## src/sv/lags_ram.sv

```systemverilog
// Generic single-port-write, single-port-read RAM with a registered read.
module lags_ram #(
    parameter int WIDTH = 8,
    parameter int DEPTH = 16,
    parameter int AW    = $clog2(DEPTH)
) (
    input  logic             clk,
    input  logic             we,
    input  logic [AW-1:0]    waddr,
    input  logic [WIDTH-1:0] wdata,
    input  logic             re,
    input  logic [AW-1:0]    raddr,
    output logic [WIDTH-1:0] rdata
);

    logic [WIDTH-1:0] mem [DEPTH];

    always_ff @(posedge clk)
    begin
        if (we)
        begin
            mem[waddr] <= wdata;
        end
        if (re)
        begin
            rdata <= mem[raddr];
        end
    end

endmodule

```

## config.mk

```make
export PLATFORM = sky130hd
export DESIGN_NAME = lags_ram
export DESIGN_NICKNAME = d
export VERILOG_FILES = /design/src/sv/lags_ram.sv
export SDC_FILE = /design/constraint.sdc
export NUM_CORES = 1
export LEC_CHECK = 0
export BUFFER_PORTS_ARGS = -buffer_cell sky130_fd_sc_hd__buf_2
export CAP_MARGIN = 20
export CORE_MARGIN = 8
export CORE_UTILIZATION = 45
export CTS_CLUSTER_DIAMETER = 40
export DETAILED_ROUTE_END_ITERATION = 16
export SETUP_SLACK_MARGIN = 0.02
export SYNTH_ARGS = -nofsm -noshare
export SYNTH_HDL_FRONTEND = slang
export SYNTH_SLANG_ARGS = --single-unit
export TNS_END_PERCENT = 5
```

## constraint.sdc

```tcl
create_clock -name clk -period 2.75 [get_ports clk]
set_input_delay 0.825 -clock clk [delete_from_list [all_inputs] [get_ports clk]]
set_output_delay 0.825 -clock clk [all_outputs]
set_load 0.1 [all_outputs]
```

# After elaboration in Yosys (flattened, before gate mapping)
# Memory sizes are Yosys's and may differ from the RTL's. A register that Yosys moved wholly into a read port is not among the register bits.
# Index checks and enable logic that the tools add are counted.
# Widths: inputs -> output; s select.
dict set report word_totals {
  word_cells 3
  rom_bits 0
  reg_bits 0
  out_inout_bits 8
  latch_bits 0
  input_bits 19
  mem_bits_rw 128
  memories 1
}
dict set report classes {
  n_bitwise 0
  n_reduce_logical 0
  shift 0
  n_mux 2
  eq_ne 0
  magnitude_cmp 0
  mul 0
  div_mod_pow 0
  add_sub_neg 0
}
# memory depth word_bits read_ports rd_clocked_by_memory_dff wr line_no
set mem_list {}
lappend mem_list {mem 16 8 1 1 1 16} ;# logic [WIDTH-1:0] mem [DEPTH];
# op count
set op_table {}
lappend op_table {{$mux 1} 2}

# Longest topological paths before layout
dict set report logic_depth {
  depth_word 2
  ltp_mapped 5
  mapped_depth_nobuf 3
}

# Worst setup path after synthesis
# No wires, ideal clock.
dict set report synth_timing {
  path_kind {input-to-reg}
  startpoint {input waddr[2]}
  endpoint {memory mem[0][0] (enable)}
  path_slack_ns 0.432
  t_arrival_ns 1.935
  setup_ns 0.383
  t_required_ns 2.367
  n_path_buf 0
  cell_stages 2
  path_cell_list {or3b_2 > nor3_1}
}
# item line_no
set synth_rtl {}
lappend synth_rtl {{from (decl)} 9} ;# input logic [AW-1:0] waddr,
lappend synth_rtl {{to (decl)} 16}
# Straight into the memory's write port.

# Worst setup path after layout
dict set report layout_timing {
  startpoint {register rdata[7] (read register of mem)}
  endpoint {output rdata[7]}
}
# item line_no
set layout_rtl {}
lappend layout_rtl {{from (decl)} 13} ;# output logic [WIDTH-1:0] rdata
# No word-level cell between the ends.

==> flow_metrics.env <==
export IMPL_run_status="finished clean"
export IMPL_cts_tree="built"
export IMPL_grt_setup_unrepaired="false"
export IMPL_clock_sinks=136
export IMPL_yosysTopAreaCell="edfxtp_1"
export IMPL_finalMaxSlewViolations=0
export IMPL_rows=39
export IMPL_grt_pass1_wl_mm=15.3
export IMPL_max_slew_worst_pin_slew_ns=0.502
export IMPL_die_h_um=124
export IMPL_die_area_um2=15300
export IMPL_switchingPower_mw=1.04
export IMPL_max_cap_viol_count=0
export IMPL_critPathTopFamily="buffers and inverters"
export IMPL_synth_most_common_cell="edfxtp_1"
export IMPL_rr_startpoint="mem[10][4]"
export IMPL_syn_num_nets=248
export IMPL_cp_arrival_ns=1.30
export IMPL_finalPower_mw=4.81
export IMPL_drive_above_1_share_pct=32.7
export IMPL_skew_ns=0.00968
export IMPL_ys_types=18
export IMPL_async_flop_share_pct=0
export IMPL_io_buffers=26
export IMPL_seq_area_frac_synth_pct=78.1
export IMPL_fmax_mhz=470
export IMPL_crit_path_end_kind="output port"
export IMPL_slowest_delay_ns=0.47
export IMPL_hold_viol=0
export IMPL_maxSlewHeadroom_pct=66.8
export IMPL_finalWirelength_mm=10.3
export IMPL_synth_top_area_share_pct=78.1
export IMPL_cts_buffers=17
export IMPL_coreArea_um2=11400
export IMPL_holdWs_ns=0.745
export IMPL_h_tree_depth=4
export IMPL_grt_pass1_vias=2525
export IMPL_place_inst=411
export IMPL_power_density_nw_per_um2=771
export IMPL_pwr_share_clk_pct=45.1
export IMPL_overflow=0
export IMPL_clk_pin_slew_ns=0.06
export IMPL_cp_max_fo=1
export IMPL_antenna_found_initial=0
export IMPL_grt_max_degree=18
export IMPL_fin_crit_ns=2.13
export IMPL_p_int_mw=3.77
export IMPL_fin_setup_tns_ns=0
export IMPL_critPathKind="reg2out"
export IMPL_die_w_um=124
export IMPL_cts_setup_buffers=0
export IMPL_setup_viol=0
export IMPL_seq_power_share_pct=48.8
export IMPL_placed_area_um2=5660
export IMPL_yosys_most_used_dff="edfxtp_1"
export IMPL_start_util_pct=46.0
export IMPL_hold_class="reg2reg"
export IMPL_slowest_stage="buf_2"
export IMPL_synth_edff_count=136
export IMPL_drcViolationCount=0
export IMPL_rrSetupSlack_ns=1.23
export IMPL_fin_area_um2=6240
export IMPL_root_buffer="clkbuf_16"
export IMPL_dr_total_vias=2453
export IMPL_place_hpwl_mm=6.61
export IMPL_hold_end="rdata[5]"
export IMPL_grtUsageTotal_pct=14.5
export IMPL_r2r_end="rdata[4]"
export IMPL_stdcell_count=443
export IMPL_synth_top_cells_by_count="136 x edfxtp_1, 18 x mux4_2, 16 x a22oi_1"
export IMPL_worstRegToRegCells=3
export IMPL_synthTopCellsByArea="edfxtp_1 78%, mux4_2 7.8%, mux4_1 7.0%, a22oi_1 2.3%, nor2_1 0.93%"
export IMPL_drtIter0Drc=269
export IMPL_ctsHoldBuffers=0
export IMPL_cp_required_ns=1.93
export IMPL_worst_setup_path_start_kind="flop"
export IMPL_period_share_pct=77.4
export IMPL_insertion_delay_ns=0.42
export IMPL_path_cells="buf_2"
export IMPL_synth_area_um2=5230
export IMPL_avgSynthCellArea_um2=22.8
export IMPL_clk_path_buf_depth=2
export IMPL_synth_cells=229
export IMPL_vdd_drop_max_mv=0.409
export IMPL_io_pins=27
export IMPL_gp_congestion=0.704
export IMPL_ys_warn_count=0
export IMPL_final_antenna_net_count=0
export IMPL_switching_share_pct=21.7
export IMPL_leakagePower_nw=2.12
export IMPL_syn_to_final_growth_pct=19.3
export IMPL_holdPathStages=3
export IMPL_cp_num_buf_inv=1
export IMPL_antennaDiodeCount=0
export IMPL_fillers=858
export IMPL_layout_nets=306
export IMPL_min_from="mem[15][5]"
export IMPL_first_pass_iters=4
export IMPL_synth_seq_cells=136
export IMPL_wl_per_cell_um=23.3
export IMPL_p_comb_share_pct=6.0
export IMPL_viasPerCell=5.54
export IMPL_ctsResizeCount=0
layout make-up:
cell class	count	area, um^2	share of cell area (%)
flip-flops and latches	136	4080	65.5
multi-input cells	83	1060	16.9
clock buffers	17	425	6.82
repair buffers	49	340	5.46
well taps	143	179	2.87
clock inverters	15	153	2.45
per-stage QoR:
| step | utilization (%) | setup WS [ns] |
|---|---|---|
| after detailed placement | 49.8 | 0.278 |
| after global placement | 49.8 | 0.275 |
| after global routing | 54.9 | 0.610 |
| after floorplan | - | 0.432 |
| final | 54.9 | 0.621 |
| after CTS | 54.9 | 0.609 |
worst max-delay path by stage:
| stage | start | endpoint | slack (ns) | depth (start not counted) |
|---|---|---|---|---|
| 5_1_grt | rdata[7] | rdata[7] | 0.61 | 1 |
| 4_1_cts | rdata[7] | rdata[7] | 0.61 | 1 |
| 3_3_place_gp | raddr[0] | rdata[4] | 0.27 | 5 |
| 3_5_place_dp | raddr[0] | rdata[4] | 0.28 | 5 |
| 2_1_floorplan | waddr[2] | mem[0][0] | 0.43 | 2 |
| 6_report | rdata[7] | rdata[7] | 0.62 | 1 |
logic make-up (layout without fill, tap and decap cells):
| kind of cell | Yosys count | after routing | synth area share (%) |
|---|---|---|---|
| AO/OA/AOI/OAI | 16 | 16 | 2.30 |
| AND/OR/NAND/NOR | 35 | 35 | 3.14 |
| multiplexers | 32 | 32 | 14.8 |
| flip-flops | 136 | 136 | 78.1 |
| buffers and inverters | 10 | 81 | 1.65 |
metal layers:
metal	up-vias	routed length (um)	GRT usage [%]
met3	8	614	4.44
met1	1275	4360	18.0
li1	1103	-	-
met5	-	0	0
met4	0	98	5.19
met2	67	5240	23.7
power groups by stage:
stage               clock (mW)  sequential (mW)  combinational (mW)
global route              2.29             2.35               0.309
finish                    2.17             2.35               0.290
CTS                       2.21             2.35               0.294
floorplan                    0             2.46               0.118
detailed placement           0             2.39               0.294
global placement             0             2.39               0.290
cells in the final DEF, fill, tap and decap left out:
cell type   Yosys  layout
edfxtp_1      136     136
buf_12          0       3
inv_6           0       3
bufinv_16       0       2
clkinv_2        0       2
a22oi_1        16      16
buf_4           1      20
nand3_1         1       1
clkinvlp_4      0       3
buf_2           3      26
nor3_1          4       4
clkinv_4        0       3
clkinv_1        0       2
nand2_1         9       9
mux4_2         18      18
nor2_1         13      13
or3b_2          1       1
nor2b_1         1       1
nand2b_1        2       2
and2b_1         1       1
nand3b_1        2       2
and2_1          1       1
clkbuf_16       0      17
mux4_1         14      14
tightest hold or removal path, cell delays in order (launching register included):
cell	delay [ns]
edfxtp_1	0.31
mux4_2	0.22
a22oi_1	0.06
nand2_1	0.05
registers in the layout (all words and copies together), names as in the netlist:
signal / count
rdata: 8
mem: 128
Note: power is estimated with default switching activity, not from simulation.
