`config.mk`:
```
export PLATFORM = sky130hd
export DESIGN_NAME = lags_row_update
export DESIGN_NICKNAME = d
export VERILOG_FILES = /design/src/sv/lags_pkg.sv /design/src/sv/lags_row_update.sv
export SDC_FILE = /design/constraint.sdc
export NUM_CORES = 1
export LEC_CHECK = 0
export ABC_AREA = 0
export BUFFER_PORTS_ARGS = -buffer_cell sky130_fd_sc_hd__buf_2
export CAP_MARGIN = 20
export CORE_MARGIN = 2
export CORE_UTILIZATION = 65
export DETAILED_ROUTE_END_ITERATION = 7
export PLACE_DENSITY = 0.95
export SLEW_MARGIN = 20
export SYNTH_ARGS = -nofsm -noshare
export SYNTH_HDL_FRONTEND = slang
export SYNTH_SLANG_ARGS = --single-unit
```
`constraint.sdc`:
```
create_clock -name vclk -period 11.9
set_input_delay 1.785 -clock vclk [all_inputs]
set_output_delay 1.785 -clock vclk [all_outputs]
set_load 0.01 [all_outputs]
```
`src/sv/lags_pkg.sv`:
```
// Package with the types, constants and sizes shared by the grid step unit.
package lags_pkg;

    localparam int MAX_WIDTH  = 64;
    localparam int MAX_HEIGHT = 64;
    localparam int COL_W      = $clog2(MAX_WIDTH);
    localparam int ROW_W      = $clog2(MAX_HEIGHT);
    localparam int SIZE_W     = 7;
    localparam int SWEEP_W    = ROW_W + 2;

    localparam logic [SIZE_W-1:0] WIDTH_MAX_C  = SIZE_W'(MAX_WIDTH);
    localparam logic [SIZE_W-1:0] HEIGHT_MAX_C = SIZE_W'(MAX_HEIGHT);

    localparam logic [1:0] OP_WRITE = 2'd0;
    localparam logic [1:0] OP_READ  = 2'd1;
    localparam logic [1:0] OP_STEP  = 2'd2;

    localparam logic [1:0] CFG_GRID_WIDTH  = 2'd0;
    localparam logic [1:0] CFG_GRID_HEIGHT = 2'd1;

    localparam logic [3:0] SURVIVE_MIN = 4'd2;
    localparam logic [3:0] BIRTH_COUNT = 4'd3;
    localparam logic [3:0] CROWD_LIMIT = 4'd4;

    typedef logic [MAX_WIDTH-1:0] row_t;

    typedef struct packed {
        logic [1:0]        operation;
        logic [5:0]        cell_row;
        logic [5:0]        cell_col;
        logic              cell_value;
        logic [SIZE_W-1:0] region_left;
        logic [SIZE_W-1:0] region_top;
        logic [SIZE_W-1:0] region_right;
        logic [SIZE_W-1:0] region_bottom;
    } cmd_t;

    typedef struct packed {
        logic [1:0] done_operation;
        logic       read_value;
    } res_t;

endpackage

```
`src/sv/lags_row_update.sv`:
```
// Next-generation computation of one row and merge inside the column range.
module lags_row_update
    import lags_pkg::*;
(
    input  row_t              row_above,
    input  row_t              row_mid,
    input  row_t              row_below,
    input  logic [SIZE_W-1:0] width_eff,
    input  logic [SIZE_W-1:0] col_first,
    input  logic [SIZE_W-1:0] col_end,
    output row_t              row_new
);

    row_t                 col_mask;
    row_t                 reg_mask;
    row_t                 life;
    logic [MAX_WIDTH+1:0] pad_a;
    logic [MAX_WIDTH+1:0] pad_m;
    logic [MAX_WIDTH+1:0] pad_b;
    logic [3:0]           cnt;

    always_comb
    begin
        for (int i = 0; i < MAX_WIDTH; i++)
        begin
            col_mask[i] = (SIZE_W'(i) < width_eff);
            reg_mask[i] = (SIZE_W'(i) >= col_first) && (SIZE_W'(i) < col_end);
        end
        pad_a = {1'b0, row_above & col_mask, 1'b0};
        pad_m = {1'b0, row_mid & col_mask, 1'b0};
        pad_b = {1'b0, row_below & col_mask, 1'b0};
        cnt   = '0;
        for (int j = 0; j < MAX_WIDTH; j++)
        begin
            cnt = 4'(pad_a[j]) + 4'(pad_a[j+1]) + 4'(pad_a[j+2])
                + 4'(pad_m[j]) + 4'(pad_m[j+2])
                + 4'(pad_b[j]) + 4'(pad_b[j+1]) + 4'(pad_b[j+2]);
            if (pad_m[j+1])
            begin
                life[j] = (cnt >= SURVIVE_MIN) && (cnt < CROWD_LIMIT);
            end
            else
            begin
                life[j] = (cnt == BIRTH_COUNT);
            end
        end
        row_new = (row_mid & ~reg_mask) | (life & reg_mask);
    end

endmodule

```
# Word level (Yosys, flattened, before mapping)
# Cells that the tools add are included.
word_totals:
  elab_cells: 1024
  regBits: 0
  inputBits: 213
op_classes:
  n_mux: 64
  bitwise: 7
  add_sub_neg: 441
  n_eq_ne: 64
  reduce_logical: 128
  magnitude_cmp: 320
ops:
  columns: ["cell", "n"]
  rows:
  - ["4-bit by 1-bit adder with 4-bit output", 252]
  - ["6-bit by 7-bit less-than comparator with 1-bit output (first input constant)", 64]
  - ["64-bit bitwise AND", 5]
  - ["4-bit by 2-bit equality test with 1-bit output (second input constant)", 64]
  - ["4-bit by 2-bit >= comparator with 1-bit output (second input constant)", 64]
  - ["4-bit by 3-bit less-than comparator with 1-bit output (second input constant)", 64]
  - ["3-bit by 1-bit adder with 4-bit output", 63]
  - ["6-bit by 7-bit >= comparator with 1-bit output (first input constant)", 32]
  - ["5-bit by 7-bit less-than comparator with 1-bit output (first input constant)", 32]
  - ["2-bit by 1-bit adder with 3-bit output", 63]
  - ["1-bit logical AND", 128]
  - ["1-bit by 1-bit adder with 2-bit output", 63]
  - ["5-bit by 7-bit >= comparator with 1-bit output (first input constant)", 16]
  - ["4-bit by 7-bit less-than comparator with 1-bit output (first input constant)", 16]
  - ["1-bit two-way mux", 64]
  - ["64-bit NOT", 1]
  - ["64-bit OR", 1]
  - ["4-bit by 7-bit >= comparator with 1-bit output (first input constant)", 8]
  - ["3-bit by 7-bit less-than comparator with 1-bit output (first input constant)", 8]
  - ["3-bit by 7-bit >= comparator with 1-bit output (first input constant)", 4]
  - ["1-bit by 7-bit less-than comparator with 1-bit output (first input constant)", 4]
  - ["2-bit by 7-bit less-than comparator with 1-bit output (first input constant)", 4]
  - ["1-bit by 7-bit >= comparator with 1-bit output (first input constant)", 2]
  - ["2-bit by 7-bit >= comparator with 1-bit output (first input constant)", 2]

# Logic depth before layout (Yosys ltp)
# Gate-level depths: netlist of the first run.
logic_depth:
  word_depth: 14
  mapped_depth: 19
  depth_no_buf: 16

# Least setup slack after synthesis of the first run
# OpenSTA, ideal clock, no wires.
synth_path:
  path_kind: "input port to output port"
  start: "input port width_eff[5]"
  end: "output port row_new[17]"
  t_required_ns: 10.115
  path_slack_ns: 4.204
  path_buffers: 2
  arrival_ns: 5.911
  cell_stages: 16
  path_cell_list: "buf_6 or4b_1 buf_2 o21a_1 and2_1 inv_1 fa_1 fa_1 inv_1 fa_1 ha_1 fa_1 and4b_1 a22o_1 nand2_1 o32ai_1"
synth_via:
  elab_chain_len: 14
  elab_cells_between_ends: 20
  cone_classes: "add/sub (7); order compare (5); eq/ne (1); mux (1); bitwise (5); reduce/logical (1)"
synth_lines:
  columns: ["item", "line", "rtl"]
  rows:
  - ["from (decl)", "lags_row_update.sv:8", "input logic [SIZE_W-1:0] width_eff,"]
  - ["5-bit by 7-bit less-than comparator with 1-bit output", "lags_row_update.sv:26", "col_mask[i] = (SIZE_W'(i) < width_eff);"]
  - ["64-bit bitwise AND", "lags_row_update.sv:29", "pad_a = {1'b0, row_above & col_mask, 1'b0};"]
  - ["1-bit by 1-bit adder with 2-bit output", "lags_row_update.sv:35", "cnt = 4'(pad_a[j]) + 4'(pad_a[j+1]) + 4'(pad_a[j+2])"]
  - ["2-bit by 1-bit adder with 3-bit output", "lags_row_update.sv:35", null]
  - ["3-bit by 1-bit adder with 4-bit output", "lags_row_update.sv:36", "+ 4'(pad_m[j]) + 4'(pad_m[j+2])"]
  - ["4-bit by 1-bit adder with 4-bit output", "lags_row_update.sv:36", null]
  - ["4-bit by 1-bit adder with 4-bit output (3 in series)", "lags_row_update.sv:37", "+ 4'(pad_b[j]) + 4'(pad_b[j+1]) + 4'(pad_b[j+2]);"]
  - ["4-bit by 2-bit >= comparator with 1-bit output / 4-bit by 3-bit less-than comparator with 1-bit output (equally long branches)", "lags_row_update.sv:40", "life[j] = (cnt >= SURVIVE_MIN) && (cnt < CROWD_LIMIT);"]
  - ["1-bit logical AND", "lags_row_update.sv:40", null]
  - ["1-bit two-way mux (*)", "lags_row_update.sv:38", "if (pad_m[j+1])"]
  - ["64-bit bitwise AND (*)", "lags_row_update.sv:47", "row_new = (row_mid & ~reg_mask) | (life & reg_mask);"]
  - ["64-bit OR (*)", "lags_row_update.sv:47", null]
  - ["to (decl)", "lags_row_update.sv:11", "output row_t row_new"]
# Every way passes the cells marked *; elsewhere a longest branch is shown, timed or not.

# Worst setup path after layout of the first run
layout_path:
  start: "input port width_eff[2]"
  end: "output port row_new[46]"
layout_via:
  elab_chain_len: 14
  elab_cells_between_ends: 20
  cone_classes: "add/sub (7); order compare (5); eq/ne (1); mux (1); bitwise (5); reduce/logical (1)"
layout_lines:
  columns: ["item", "line"]
  rows:
  - ["6-bit by 7-bit less-than comparator with 1-bit output", "lags_row_update.sv:26"]
  - ["64-bit bitwise AND", "lags_row_update.sv:29"]
  - ["1-bit by 1-bit adder with 2-bit output", "lags_row_update.sv:35"]
  - ["2-bit by 1-bit adder with 3-bit output", "lags_row_update.sv:35"]
  - ["3-bit by 1-bit adder with 4-bit output", "lags_row_update.sv:36"]
  - ["4-bit by 1-bit adder with 4-bit output", "lags_row_update.sv:36"]
  - ["4-bit by 1-bit adder with 4-bit output (3 in series)", "lags_row_update.sv:37"]
  - ["4-bit by 2-bit >= comparator with 1-bit output / 4-bit by 3-bit less-than comparator with 1-bit output (equally long branches)", "lags_row_update.sv:40"]
  - ["1-bit logical AND", "lags_row_update.sv:40"]
  - ["1-bit two-way mux (*)", "lags_row_update.sv:38"]
  - ["64-bit bitwise AND (*)", "lags_row_update.sv:47"]
  - ["64-bit OR (*)", "lags_row_update.sv:47"]
# Marks and branches as above.

==> results of run 1 <==
synthesized netlist by cell type (27+ instances only):
cell type	number	share of area, %
inv_1	368	9.2
fa_1	247	33
nand2_1	206	5.2
ha_1	190	16
nor2_1	91	2.3
and2_1	86	3.6
a21oi_1	84	2.8
o21ai_0	58	1.9
and4b_1	36	2.4
clkbuf_1	34	0.85
o211ai_1	30	1.5
buf_2	28	0.93
a22oi_1	27	1.4
layout make-up:
| type | count | share of cell area [%] |
|---|---|---|
| multi-input cells | 1421 | 80.7 |
| repair buffers | 281 | 8.59 |
| inverters | 368 | 8.38 |
| well taps | 285 | 2.16 |
| diodes | 8 | 0.121 |
power by group:
| part | switching, mW | leakage, nW | internal, mW |
|---|---|---|---|
| clock network | 0 | 0.0000507 | 0.0000000900 |
| logic | 0.850 | 8.95 | 0.624 |
| registers | 0 | 0 | 0 |
metal layers:
metal | track usage (%) | vias up
met3 | 9.94 | 294
li1 | - | 6711
met2 | 65.2 | 1030
met1 | 47.3 | 7245
met5 | 0 | -
met4 | 22.3 | 6
worst max path at each step:
| stage | startpoint | cells after the start | slack [ps] | endpoint |
|---|---|---|---|---|
| finish | width_eff[2] | 18 | 3300 | row_new[46] |
| global route | width_eff[6] | 18 | 3110 | row_new[46] |
| CTS | width_eff[2] | 18 | 3450 | row_new[46] |
| detailed placement | width_eff[6] | 16 | 3450 | row_new[22] |
| global placement | width_eff[3] | 18 | 3550 | row_new[46] |
| floorplan | width_eff[5] | 16 | 4200 | row_new[17] |
kinds of logic after synthesis:
family | Yosys count
and+or+nand+nor | 574
adders and majority gates | 437
buffers and inverters | 437
AOI/OAI and AO/OA | 405
xor gates and xnor gates | 4
muxes | 1
==> impl_metrics.csv, run 1 <==
group,metric,value,unit
synth,synthSimpleGateAreaFrac,20.6,%
synth,synthAdderAreaFrac,48.8,%
worst_setup_path,crit_family,"adder cells",
worst_setup_path,crit_path_cell_trace,"buf_2, nand3_1, o21ai_1, and2_1, inv_1, fa_1, inv_1, fa_1, inv_1, fa_1, inv_1, ha_1, fa_1, and4b_1, a22oi_1, o221a_2, o32ai_1, buf_2",
routing,route.detailed.drc,19,
sta,maxSlewHeadroom,16.3,%
final_layout,fin_util,72.8,%
final_layout,seq_cells,0,
die,placeableCoreArea,0.0226,mm^2
final_layout,finalNonFillerCells,2363,
routing,topRoutingLayerUsed,"met5",
routing,drt_first_iter_violations,1948,
hold_path,hold_end,"row_new[20]",
worst_setup_path,cp.required,10120,ps
die,die_h,156,um
pwr,power_density,89.4,mW/mm^2
die,die_area,0.0243,mm^2
routing,met1Wirelength,16.5,mm
worst_setup_path,cp_slowest_cell,"o21ai_1",
synth,synth_area,0.0150,mm^2
grt,overflow,0,
worst_setup_path,path_max_fanout,27,
sta,period_minus_slack,8600,ps
routing,num_vias,15286,
final_layout,nets,2722,
final_layout,multiInputGateArea,0.0133,mm^2
die,initial_core_util,66.3,%
routing,wl_per_cell,20.3,um
worst_setup_path,critical_path_class,"in -> out",
routing,drt_pass1_iterations,8,
worst_setup_path,slowest_delay,550,ps
routing,wl_met2,21.9,mm
place,dp_hpwl,40.8,mm
sta,fmax,116,MHz
grt,grt_pass1_vias,15943,
pwr,p_total,1.47,mW
synth,yosys_warnings,0,
final_layout,synthToLayoutAreaGrowth,9.86,%
die,rows,55,
routing,ant_nets,0,
worst_setup_path,critical_path_buf_inv_count,6,
run,drv_cap,0,
hold_path,hold_path.class,"in -> out",
place,pre_cts_slack,3450,ps
hold_path,min_path_cells,3,
grt,grt_pass1_wl,76.8,mm
place,portBuffers,277,
worst_setup_path,worstSetupEndpointType,"output port",
synth,synth_xor_area_share,0.233,%
place,placed_cells,2355,
final_layout,nClkBuffers,0,
synth,yosysSeqAreaShare,0,%
clock_network,cts_hold_buf,0,
worst_setup_path,startpoint_type,"primary input",
sta,hold-worst-slack,3880,ps
synth,synth-compound-area-share,18.9,%
sta,fin_tns_setup,0,ps
grt,grt_max_degree,35,
pwr,p_leak,8.95,nW
synth,synth_mux_area_share,0.0667,%
sta,finalCritPeriodShare,72.3,%
synth,synth_top_family_by_area,"adder cells",
clock_network,post_cts_buffers,0,
sta,setup_viol,0,
final_layout,mostFrequentLayoutCell,"inv_1",
sta,tightest_slew,1220,ps
sta,hold_viol_final,0,
final_layout,fillCellCount,1670,
routing,wirelength,47.9,mm
routing,detail_route.vias_per_cell,6.47,
grt,antenna_found_initial,10,
place,place_congestion,0.984,
final_layout,seqCellArea,0,um^2
synth,syn_inst,1858,
die,die_w,156,um
place,placed_area,0.0165,mm^2
synth,syn-num-nets,2508,
synth,synth.distinct_cells,80,
final_layout,final_cell_mix,"inv_1 (368), buf_2 (277), fa_1 (247)",
synth,syn_area_per_cell,8.08,um^2
worst_setup_path,crit_arrival,6810,ps
outcome,violations,"DRC",
routing,wl_met3,6.05,mm
final_layout,drive_above_1_share,15.4,%
sta,rsz0062_at_grt,"no",
die,io_pins,277,
hold_path,min_from,"row_mid[20]",
sta,slew_viol_final,0,
pwr,ir_worst_vdd,0.0569,mV
grt,grt.total_usage,39.5,%
outcome,status,"finished, violations left",
final_layout,design_area,0.0165,mm^2
sta,worst_slack,3300,ps
clock_network,cts_resized,0,
(Power assumes the default switching activity.)
==> run 2: changes to the inputs <==
--- a/config.mk
+++ b/config.mk
@@ -9,9 +9,9 @@
 export BUFFER_PORTS_ARGS = -buffer_cell sky130_fd_sc_hd__buf_2
 export CAP_MARGIN = 20
 export CORE_MARGIN = 2
-export CORE_UTILIZATION = 65
+export CORE_UTILIZATION = 60
 export DETAILED_ROUTE_END_ITERATION = 7
-export PLACE_DENSITY = 0.95
+export PLACE_DENSITY = 0.89
 export SLEW_MARGIN = 20
 export SYNTH_ARGS = -nofsm -noshare
 export SYNTH_HDL_FRONTEND = slang
==> constraint.sdc (replaced) <==
create_clock -name vclk -period 8.6
set_input_delay 1.29 -clock vclk [all_inputs]
set_output_delay 1.29 -clock vclk [all_outputs]
set_load 0.01 [all_outputs]
==> impl_metrics.csv, run 2 (same netlist as run 1, synthesis figures left out) <==
group,metric,value,unit
worst_setup_path,startpoint_type,"primary input",
final_layout,synthToLayoutAreaGrowth,10.2,%
worst_setup_path,cp.required,7310,ps
place,dp_hpwl,40.1,mm
routing,drt_first_iter_violations,1382,
sta,hold-worst-slack,2900,ps
grt,overflow,0,
final_layout,final_cell_mix,"inv_1 (368), buf_2 (277), fa_1 (247)",
final_layout,fillCellCount,1994,
place,portBuffers,277,
worst_setup_path,path_max_fanout,34,
routing,num_vias,14972,
clock_network,cts_hold_buf,0,
routing,drt_pass1_iterations,6,
final_layout,mostFrequentLayoutCell,"inv_1",
sta,finalCritPeriodShare,90.8,%
final_layout,nets,2722,
pwr,ir_worst_vdd,0.0634,mV
grt,antenna_found_initial,13,
grt,grt_pass1_vias,15314,
sta,setup_viol,0,
routing,wirelength,46.8,mm
final_layout,seqCellArea,0,um^2
die,io_pins,277,
worst_setup_path,worstSetupEndpointType,"output port",
pwr,power_density,121,mW/mm^2
sta,hold_viol_final,0,
sta,fin_tns_setup,0,ps
clock_network,cts_resized,0,
sta,period_minus_slack,7810,ps
routing,ant_nets,0,
die,die_area,0.0263,mm^2
clock_network,post_cts_buffers,0,
die,die_w,162,um
sta,tightest_slew,1100,ps
die,initial_core_util,61.3,%
worst_setup_path,crit_arrival,6520,ps
final_layout,drive_above_1_share,15.4,%
outcome,status,"completed",
routing,route.detailed.drc,0,
sta,fmax,128,MHz
routing,wl_per_cell,19.5,um
die,rows,57,
grt,grt_max_degree,35,
die,die_h,162,um
final_layout,seq_cells,0,
grt,grt.total_usage,35.5,%
sta,maxSlewHeadroom,26.7,%
pwr,p_leak,8.95,nW
grt,grt_pass1_wl,75.0,mm
sta,rsz0062_at_grt,"no",
die,placeableCoreArea,0.0245,mm^2
hold_path,hold_path.class,"in -> out",
routing,detail_route.vias_per_cell,6.23,
sta,slew_viol_final,0,
place,place_congestion,0.961,
run,drv_cap,0,
worst_setup_path,critical_path_class,"in -> out",
final_layout,nClkBuffers,0,
-- run 2: area by class of cell --
type	count	area, um^2	area share, %
Multi-Input combinational cell	1421	13300	80.5
Timing Repair Buffer	281	1420	8.57
Inverter	368	1380	8.35
Tap cell	324	405	2.45
Antenna cell	10	25.0	0.151
-- run 2: final timing paths --
kind / endpoint / from / cells past startpoint / slack [ps]
hold / removal: row_new[60] / row_mid[60] / 3 / 2900
setup / recovery: row_new[46] / width_eff[6] / 18 / 790
-- run 2: power by group --
group	internal, mW	switching [mW]	total, mW
logic	0.856	1.15	2.01
registers	0	0	0
clock network	0.000000156	0	0.000000156
total	0.856	1.15	2.01
-- run 2: stage by stage --
stage	power, mW	utilization, %	area (um^2)	std cells	setup slack [ps]
3_5_place_dp	1.97	67.5	16500	2394	922
4_1_cts	1.98	67.5	16500	2394	917
2_1_floorplan	1.45	-	15000	1858	1890
6_report	2.01	67.6	16500	2404	789
3_3_place_gp	1.82	67.5	16500	2394	1040
5_1_grt	2.29	67.6	16500	2403	537
-- run 2: metal layers --
metal | track usage [%] | vias to the layer above | part of all wire [%] | routed length [um]
met5 | 0 | - | 0.056 | 26
met4 | 17.8 | 4 | 6.2 | 2920
met3 | 7.25 | 215 | 11 | 5190
met2 | 58.2 | 875 | 46 | 21300
met1 | 44.9 | 7159 | 37 | 17300
li1 | - | 6719 | - | -
-- run 2: critical path: stages --
cell	delay, ps
buf_2	310
nor2_1	920
o21ai_1	440
and2_1	320
inv_1	120
fa_1	430
inv_1	80
fa_1	410
inv_1	80
fa_1	410
inv_1	80
ha_1	180
fa_1	430
and4b_1	190
a22oi_1	280
o221a_2	250
o32ai_1	110
buf_2	160
